<file path="src/design/stffo_pkg.sv">
`timescale 1ns / 1ps
`default_nettype none
// ----------------------------------------------------------------------------
// stffo_pkg
// Shared types and constants of the slot table with first-free allocation
// and oldest-date search.
// ----------------------------------------------------------------------------
package stffo_pkg;

    localparam int SlotsDef = 32;
    localparam int OpW      = 3;
    localparam int SlotNumW = 6;
    localparam int YearW    = 14;
    localparam int MonthW   = 4;
    localparam int DayW     = 5;
    localparam int DateW    = YearW + MonthW + DayW;
    localparam int StatusW  = 2;
    localparam int CountW   = 6;

    typedef enum logic [OpW-1:0] {
        OP_SET    = 3'd0,
        OP_INSERT = 3'd1,
        OP_DELETE = 3'd2,
        OP_CLEAR  = 3'd3,
        OP_FREE   = 3'd4,
        OP_OLDEST = 3'd5
    } t_op;

    typedef enum logic [StatusW-1:0] {
        STAT_OK       = 2'd0,
        STAT_BAD_SLOT = 2'd1,
        STAT_FULL     = 2'd2
    } t_status;

    typedef enum logic [1:0] {
        ST_IDLE,
        ST_SCAN,
        ST_DONE
    } t_state;

    // search wavefront handed from cell to cell
    typedef struct packed {
        logic                found;
        logic [DateW-1:0]    best_date;
        logic [SlotNumW-1:0] best_slot;
        logic                free_found;
        logic [SlotNumW-1:0] free_slot;
    } t_scan;

    // table update broadcast to every cell
    typedef struct packed {
        logic                wr;
        logic                del;
        logic                clr;
        logic [SlotNumW-1:0] slot;
        logic [DateW-1:0]    date;
    } t_cmd;

    typedef struct packed {
        logic              busy;
        logic [CountW-1:0] count;
    } t_ctrl_stat;

endpackage
`default_nettype wire

</file>
<file path="src/design/stffo_cell.sv">
`timescale 1ns / 1ps
`default_nettype none
// ----------------------------------------------------------------------------
// stffo_cell
// One table slot: holds its valid bit and date, applies broadcast updates and
// advances the first-free / oldest search wavefront by one position.
// ----------------------------------------------------------------------------
module stffo_cell #(
    parameter logic [5:0] CELL_NUM = 6'd1
) (
    input  wire              i_clk,
    input  wire              i_rst_n,
    input  stffo_pkg::t_cmd  i_cmd,
    input  stffo_pkg::t_scan i_scan,
    output stffo_pkg::t_scan o_scan,
    output logic             o_valid
);
    import stffo_pkg::*;

    logic             r_valid;
    logic [DateW-1:0] r_date;
    t_scan            r_scan;
    t_scan            n_scan;
    logic             w_hit;

    assign w_hit = (i_cmd.slot == CELL_NUM);

    always_ff @(posedge i_clk) begin
        if (!i_rst_n) begin
            r_valid <= 1'b0;
        end else if (i_cmd.clr) begin
            r_valid <= 1'b0;
        end else if (i_cmd.wr && w_hit) begin
            r_valid <= 1'b1;
        end else if (i_cmd.del && w_hit) begin
            r_valid <= 1'b0;
        end
    end

    always_ff @(posedge i_clk) begin
        if (i_cmd.wr && w_hit) begin
            r_date <= i_cmd.date;
        end
    end

    always_comb begin
        n_scan = i_scan;
        if (r_valid && (!i_scan.found || (r_date < i_scan.best_date))) begin
            n_scan.found     = 1'b1;
            n_scan.best_date = r_date;
            n_scan.best_slot = CELL_NUM;
        end
        if (!i_scan.free_found && !r_valid) begin
            n_scan.free_found = 1'b1;
            n_scan.free_slot  = CELL_NUM;
        end
    end

    always_ff @(posedge i_clk) begin
        if (!i_rst_n) begin
            r_scan <= '0;
        end else begin
            r_scan <= n_scan;
        end
    end

    assign o_scan  = r_scan;
    assign o_valid = r_valid;

endmodule
`default_nettype wire

</file>
<file path="src/design/stffo_ctrl.sv">
`timescale 1ns / 1ps
`default_nettype none
// ----------------------------------------------------------------------------
// stffo_ctrl
// Operation sequencer: decodes transactions, keeps the occupied count, waits
// for the search wavefront to leave the chain and holds the result register.
// ----------------------------------------------------------------------------
module stffo_ctrl #(
    parameter int SLOTS = stffo_pkg::SlotsDef
) (
    input  wire                            i_clk,
    input  wire                            i_rst_n,
    input  wire                            i_in_valid,
    output logic                           o_in_ready,
    input  wire  [stffo_pkg::OpW-1:0]      i_operation,
    input  wire  [stffo_pkg::SlotNumW-1:0] i_slot_number,
    input  wire  [stffo_pkg::DateW-1:0]    i_key,
    input  wire  [SLOTS-1:0]               i_valid_vec,
    input  stffo_pkg::t_scan               i_tail,
    output stffo_pkg::t_cmd                o_cmd,
    output stffo_pkg::t_ctrl_stat          o_stat,
    output logic                           o_out_valid,
    input  wire                            i_out_ready,
    output logic [stffo_pkg::StatusW-1:0]  o_status,
    output logic [stffo_pkg::SlotNumW-1:0] o_result_slot,
    output logic                           o_slot_is_free,
    output logic [stffo_pkg::CountW-1:0]   o_occupied_count
);
    import stffo_pkg::*;

    localparam int         IdxW     = (SLOTS > 1) ? $clog2(SLOTS) : 1;
    localparam logic [6:0] SlotsLim = 7'(SLOTS);
    localparam logic [IdxW-1:0] CntLast = IdxW'(SLOTS - 1);

    t_state              r_state, n_state;
    logic [IdxW-1:0]     r_cnt, n_cnt;
    logic                r_is_insert, n_is_insert;
    logic [DateW-1:0]    r_key, n_key;
    logic [CountW-1:0]   r_count, n_count;
    logic                r_out_valid, n_out_valid;
    logic [StatusW-1:0]  r_status, n_status;
    logic [SlotNumW-1:0] r_rslot, n_rslot;
    logic                r_free, n_free;

    logic                w_accept;
    logic                w_num_ok;
    logic [SlotNumW-1:0] w_num_m1;
    logic [IdxW-1:0]     w_idx;
    logic                w_cur_valid;
    logic                w_load;

    assign o_in_ready  = (r_state == ST_IDLE) && (!r_out_valid || i_out_ready);
    assign w_accept    = i_in_valid && o_in_ready;
    assign w_num_ok    = (i_slot_number != '0) && ({1'b0, i_slot_number} <= SlotsLim);
    assign w_num_m1    = i_slot_number - SlotNumW'(1);
    assign w_idx       = w_num_m1[IdxW-1:0];
    assign w_cur_valid = i_valid_vec[w_idx];

    // next state
    always_comb begin
        n_state = r_state;
        unique case (r_state)
            ST_IDLE: begin
                if (w_accept && ((i_operation == OP_INSERT) || (i_operation == OP_OLDEST))) begin
                    n_state = ST_SCAN;
                end
            end
            ST_SCAN: begin
                if (r_cnt == CntLast) begin
                    n_state = ST_DONE;
                end
            end
            ST_DONE: begin
                n_state = ST_IDLE;
            end
            default: begin
                n_state = ST_IDLE;
            end
        endcase
    end

    // outputs and datapath
    always_comb begin
        o_cmd       = '0;
        n_cnt       = r_cnt;
        n_is_insert = r_is_insert;
        n_key       = r_key;
        n_count     = r_count;
        n_status    = r_status;
        n_rslot     = r_rslot;
        n_free      = r_free;
        w_load      = 1'b0;
        unique case (r_state)
            ST_IDLE: begin
                if (w_accept) begin
                    n_cnt       = '0;
                    n_is_insert = (i_operation == OP_INSERT);
                    n_key       = i_key;
                    n_status    = STAT_OK;
                    n_rslot     = '0;
                    n_free      = 1'b0;
                    w_load      = 1'b1;
                    unique case (i_operation) inside
                        OP_SET: begin
                            if (!w_num_ok) begin
                                n_status = STAT_BAD_SLOT;
                            end else begin
                                o_cmd.wr   = 1'b1;
                                o_cmd.slot = i_slot_number;
                                o_cmd.date = i_key;
                                if (!w_cur_valid) begin
                                    n_count = r_count + CountW'(1);
                                end
                            end
                        end
                        OP_DELETE: begin
                            if (!w_num_ok) begin
                                n_status = STAT_BAD_SLOT;
                            end else if (w_cur_valid) begin
                                o_cmd.del  = 1'b1;
                                o_cmd.slot = i_slot_number;
                                n_count    = r_count - CountW'(1);
                            end
                        end
                        OP_CLEAR: begin
                            o_cmd.clr = 1'b1;
                            n_count   = '0;
                        end
                        OP_FREE: begin
                            if (!w_num_ok) begin
                                n_status = STAT_BAD_SLOT;
                            end else begin
                                n_free = !w_cur_valid;
                            end
                        end
                        OP_INSERT, OP_OLDEST: begin
                            w_load = 1'b0;
                        end
                        default: begin
                        end
                    endcase
                end
            end
            ST_SCAN: begin
                n_cnt = r_cnt + IdxW'(1);
            end
            ST_DONE: begin
                w_load   = 1'b1;
                n_status = STAT_OK;
                n_rslot  = '0;
                n_free   = 1'b0;
                if (r_is_insert) begin
                    if (i_tail.free_found) begin
                        o_cmd.wr   = 1'b1;
                        o_cmd.slot = i_tail.free_slot;
                        o_cmd.date = r_key;
                        n_count    = r_count + CountW'(1);
                        n_rslot    = i_tail.free_slot;
                    end else begin
                        n_status = STAT_FULL;
                    end
                end else begin
                    n_rslot = i_tail.best_slot;
                end
            end
            default: begin
            end
        endcase
        if (w_load) begin
            n_out_valid = 1'b1;
        end else if (i_out_ready) begin
            n_out_valid = 1'b0;
        end else begin
            n_out_valid = r_out_valid;
        end
    end

    always_ff @(posedge i_clk) begin
        if (!i_rst_n) begin
            r_state     <= ST_IDLE;
            r_cnt       <= '0;
            r_count     <= '0;
            r_out_valid <= 1'b0;
        end else begin
            r_state     <= n_state;
            r_cnt       <= n_cnt;
            r_count     <= n_count;
            r_out_valid <= n_out_valid;
        end
    end

    always_ff @(posedge i_clk) begin
        r_is_insert <= n_is_insert;
        r_key       <= n_key;
        if (w_load) begin
            r_status <= n_status;
            r_rslot  <= n_rslot;
            r_free   <= n_free;
        end
    end

    assign o_stat.busy      = (r_state != ST_IDLE);
    assign o_stat.count     = r_count;
    assign o_out_valid      = r_out_valid;
    assign o_status         = r_status;
    assign o_result_slot    = r_rslot;
    assign o_slot_is_free   = r_free;
    assign o_occupied_count = r_count;

endmodule
`default_nettype wire

</file>
<file path="src/design/slot_table_first_free_oldest_unit.sv">
`timescale 1ns / 1ps
`default_nettype none
// ----------------------------------------------------------------------------
// slot_table_first_free_oldest_unit
// Slot table of dated entries with first-free insert and oldest-date query.
// ----------------------------------------------------------------------------
// Set, delete, clear-all, query-free and unused operation codes register
// their result at the accept edge. For insert and the oldest query the search
// travels through the chain of slot cells one cell per cycle, and the
// sequencer waits for it to leave the last cell before it writes the free
// slot or reports the oldest one. One result register sits on the output; a
// new transaction is taken only while the sequencer is idle, and then as long
// as the result register is empty or the downstream side takes its result in
// the same cycle.
module slot_table_first_free_oldest_unit #(
    parameter int SLOTS = stffo_pkg::SlotsDef
) (
    input  wire                            i_clk,
    input  wire                            i_rst_n,
    input  wire                            i_in_valid,
    output logic                           o_in_ready,
    input  wire  [stffo_pkg::OpW-1:0]      i_operation,
    input  wire  [stffo_pkg::SlotNumW-1:0] i_slot_number,
    input  wire  [stffo_pkg::YearW-1:0]    i_date_year,
    input  wire  [stffo_pkg::MonthW-1:0]   i_date_month,
    input  wire  [stffo_pkg::DayW-1:0]     i_date_day,
    output logic                           o_out_valid,
    input  wire                            i_out_ready,
    output logic [stffo_pkg::StatusW-1:0]  o_status,
    output logic [stffo_pkg::SlotNumW-1:0] o_result_slot,
    output logic                           o_slot_is_free,
    output logic [stffo_pkg::CountW-1:0]   o_occupied_count
);
    import stffo_pkg::*;

    t_scan            w_scan [SLOTS+1];
    logic [SLOTS-1:0] w_valid;
    t_cmd             w_cmd;
    t_ctrl_stat       w_stat;
    logic [DateW-1:0] w_key;

    assign w_key     = {i_date_year, i_date_month, i_date_day};
    assign w_scan[0] = '0;

    for (genvar g = 0; g < SLOTS; g++) begin : g_cell
        stffo_cell #(
            .CELL_NUM(6'(g + 1))
        ) u_cell (
            .i_clk  (i_clk),
            .i_rst_n(i_rst_n),
            .i_cmd  (w_cmd),
            .i_scan (w_scan[g]),
            .o_scan (w_scan[g+1]),
            .o_valid(w_valid[g])
        );
    end

    stffo_ctrl #(
        .SLOTS(SLOTS)
    ) u_ctrl (
        .i_clk           (i_clk),
        .i_rst_n         (i_rst_n),
        .i_in_valid      (i_in_valid),
        .o_in_ready      (o_in_ready),
        .i_operation     (i_operation),
        .i_slot_number   (i_slot_number),
        .i_key           (w_key),
        .i_valid_vec     (w_valid),
        .i_tail          (w_scan[SLOTS]),
        .o_cmd           (w_cmd),
        .o_stat          (w_stat),
        .o_out_valid     (o_out_valid),
        .i_out_ready     (i_out_ready),
        .o_status        (o_status),
        .o_result_slot   (o_result_slot),
        .o_slot_is_free  (o_slot_is_free),
        .o_occupied_count(o_occupied_count)
    );

`ifndef ASSERT_OFF
    a_count_matches_valid: assert property (@(posedge i_clk) disable iff (!i_rst_n)
        $countones(w_valid) == int'(w_stat.count))
        else $error("occupied count differs from valid bits");

    a_busy_blocks_input: assert property (@(posedge i_clk) disable iff (!i_rst_n)
        w_stat.busy |-> !o_in_ready)
        else $error("input ready while a search is running");

    a_result_slot_range: assert property (@(posedge i_clk) disable iff (!i_rst_n)
        o_out_valid |-> (int'(o_result_slot) <= SLOTS))
        else $error("result slot beyond table");
`endif

endmodule
`default_nettype wire
</file>
<file path="config.mk">
export PLATFORM = sky130hd
export DESIGN_NAME = slot_table_first_free_oldest_unit
export DESIGN_NICKNAME = d
export VERILOG_FILES = /design/src/design/stffo_pkg.sv /design/src/design/stffo_cell.sv /design/src/design/stffo_ctrl.sv /design/src/design/slot_table_first_free_oldest_unit.sv
export SDC_FILE = /design/constraint.sdc
export NUM_CORES = 2
export LEC_CHECK = 0
export ABC_AREA = 1
export BUFFER_PORTS_ARGS = -buffer_cell sky130_fd_sc_hd__buf_2
export CORE_MARGIN = 2
export CORE_UTILIZATION = 60
export DETAILED_ROUTE_END_ITERATION = 12
export PLACE_DENSITY = 0.76
export SLEW_MARGIN = 0
export SYNTH_ARGS = -nofsm -noshare
export SYNTH_HDL_FRONTEND = slang
export SYNTH_HIERARCHICAL = 1
export SYNTH_SLANG_ARGS = --single-unit
</file>
<file path="constraint.sdc">
create_clock -name i_clk -period 8.65 [get_ports i_clk]
set_input_delay 0.865 -clock i_clk [delete_from_list [all_inputs] [get_ports i_clk]]
set_output_delay 0.865 -clock i_clk [all_outputs]
set_load 0.02 [all_outputs]
</file>
==> metrics.md <==
| Metric | Value |
|---|---|
| Fmax | 186 MHz |
| Input/output buffers | 52 |
| Crit Path Class | primary input to flop |
| Die area | about 0.16 sq mm |
| Peak supply drop | 214 uV |
| Total CTS buffers | about 190 |
| Hold Vio Cnt, Final | 0 |
| Relative slew margins | between 15 and 20% |
| Die Ht | 397 um |
| GPL Wtd Cong | 0.886 |
| CP bufs+invs | 5 |
| Routed wire length | roughly 240,000 um |
| Critical Path Most Common Cell | nand3_1 |
| Via Count | between 70k and 80k |
| Unrepaired setup endpoints after global routing | false |
| Clk slew on worst S/H paths | approximately 0.06 ns |
| Number of buffers on the longest clock path | 3 |
| Area used by multi-input combinational logic | roughly 0.035 sq mm |
| Pleak | between 40 and 50 nW |
| Fill count | ~12k |
| Crit-path cells | buf_2, inv_4, ha_1, inv_1, nand3_1, nand3_1, nand3_1, nand3b_1, nand2_2, nand2_1, nand2_1, nand4_1, o21ai_4, buf_4, inv_1, nor4_1, nand3_1, nor2_2 |
| Tmin final | 5.37 ns |
| Final period utilization | between 60 and 70% |
| Worst-path maximum fanout | 33 |
| CORE AREA | about 0.15 sq mm |
| Post-CTS Repair Setup Buffers | 0 |
| DR iter-0 viols | roughly 7k |
| Comb pwr share | about 2.7% |
| Fin Setup TNS | 0 ns |
| Synth warn | 6 |
| Largest net degree at the start of global routing | ~160 |
| Vias in the first global route | 68.1k |
| Worst-Margin Slew | about 1.3 ns |
| Setup Viol. Count Final | 0 |
| CP max-delay cell | nor2_2 |
| First-pass DRT Iterations | 6 |
| CTS Hold Buffers Added | 0 |
| Post-DR vias/cell | 5.34 |
| Internal power | 15.0 mW |
| Fin nets | between 10k and 15k |
| DP Worst Slack | 2.66 ns |
| CP max stage delay | between 0.9 and 1 ns |
| Max Cap Viol | 0 |
| Outcome | finished clean |
| Post-Syn Area | approximately 0.093 sq mm |
| Initial antenna violation count | 16 |
| Sw power | 3.98 mW |
| Clock latency on the worst-skew pair | slightly above 0.8 ns |
| Syn-to-layout area delta | 8.46% |
| Worst hold start | i_date_day[2] |
| Root buffer cell | clkbuf_16 |
| Critical Path RT | 9.08 ns |
| CP delay by family, top | simple AND/OR/NAND/NOR gates |
| Final slew viol count | 0 |
| CP Launch Point | i_slot_number[0] |
| Post-CTS Resized | 0 |
| FP Rows | 144 |
| Clock sinks | between 1.5k and 2k |
| Gate Count Post-Synth | around 11k |
| CTS tree | built |
| H-tree depth | 4 |
| Switch share | a little over a fifth |
| Worst setup SP type | primary input |
| First-pass GRT wire length | ~370,000 um |
| Drt drc | 0 |
| Pwr dens | approximately 190 mW/mm^2 |
| Worst reg2reg startpoint | g_cell[11].u_cell/o_valid |
| All-Layer GR Usage | around 30% |
| Critical Path AT | around 5.8 ns |
| Flip-flop and latch area | 0.0473 sq mm |
| Hold Crit Class | primary input to flop |
| Clock Skew | about 0.027 ns |
| Die X | roughly 400 um |
| Share of layout cells above drive strength 1 | under 10% |
| # IOs | 53 |
| Antenna viol nets, final | 0 |
| Clk pwr share | between 40 and 50% |
| Placed wire-length estimate | about 150,000 um |
| Avg Synthesized Cell Area | about 8.3 sq um |
| Avg WL per Cell | 17.9 um |
| Starting Density | between 60% and 70% |
| Worst Setup End Kind | flop |
| GR Overflow Total | 0 |
| Final WS setup | roughly 3.3 ns |
| Seq pwr share | 51.3% |
==> per-stage QoR <==
step	instance area [sq um]	hold WS (ns)	std cells	util, %	total power [mW]
floorplan	92800	0.394	11226	-	10.3
global placement	93700	0.398	12912	61.0	10.4
detailed placement	93700	0.398	12912	61.0	10.4
CTS	100000	0.193	13279	65.3	19.0
global route	100000	0.213	13283	65.3	19.5
finish	100000	0.231	13284	65.3	19.0
==> layout make-up <==
type	instances	area share, %
flip-flops and latches	1975	47.1
multi-input cells	6495	34.4
inverters	2286	8.55
clock buffers	290	5.95
well taps	2044	2.55
repair buffers	112	0.743
clock inverters	77	0.733
diodes	5	0.0125
==> power groups by stage <==
| stage | clock [mW] | combinational [mW] | sequential [mW] |
|---|---|---|---|
| 2_1_floorplan | 0 | 0.358 | 9.91 |
| 3_3_place_gp | 0 | 0.486 | 9.92 |
| 3_5_place_dp | 0 | 0.501 | 9.92 |
| 4_1_cts | 8.82 | 0.506 | 9.72 |
| 5_1_grt | 9.18 | 0.572 | 9.72 |
| 6_report | 8.73 | 0.519 | 9.72 |
==> final timing paths <==
check,slack [ns],depth (start not counted),endpoint
min,0.23,1,u_ctrl/r_key[2]
max,3.28,18,g_cell[18].u_cell/r_date[18]
max reg2reg,3.74,15,g_cell[18].u_cell/r_date[18]
min reg2reg,0.40,2,g_cell[19].u_cell/o_scan[12]
==> worst register-to-register path, cell delays in order (launching register included) <==
cell,delay (ns)
dfxtp_2,1.09
nand2_1,0.15
nand3_1,0.11
nand3_1,0.09
nand3_1,0.18
nand3b_1,0.15
nand2_2,0.13
nand2_1,0.10
nand2_1,0.17
nand4_1,0.17
o21ai_4,0.10
buf_4,0.56
inv_1,0.11
nor4_1,0.28
nand3_1,0.14
nor2_2,0.96
==> sequential cells by signal, summed over array words and instances (netlist names), 5 cells and up <==
name	cells
u_ctrl/o_occupied_count	6
u_ctrl/r_cnt	5
g_cell.u_cell/r_date	736
g_cell.u_cell/o_scan	1160
u_ctrl/o_result_slot	6
g_cell.u_cell/o_valid	32
u_ctrl/r_key	23
==> routing by layer <==
layer | track usage, % | share of wire (%) | vias up
li1 | - | - | 34587
met1 | 36.2 | 39 | 32904
met2 | 51.1 | 48 | 2755
met3 | 4.33 | 7.3 | 706
met4 | 15.8 | 5.6 | 6
met5 | 0 | 0.018 | -
==> cell usage in the layout, fill, tap and decap left out, drive strengths merged, types with 15 or more instances in the layout <==
| master | count |
|---|---|
| a21o | 32 |
| a21oi | 1116 |
| and3 | 18 |
| buf | 112 |
| clkbuf | 290 |
| clkinv | 55 |
| conb | 62 |
| dfxtp | 1206 |
| edfxtp | 769 |
| ha | 710 |
| inv | 2292 |
| nand2 | 2166 |
| nand3 | 823 |
| nand4 | 22 |
| nor2 | 1351 |
| nor3 | 50 |
| nor3b | 42 |
| nor4 | 15 |
| o21ai | 21 |
| o22ai | 24 |
| or2 | 16 |
Note: power is estimated with default switching activity, not from simulation.
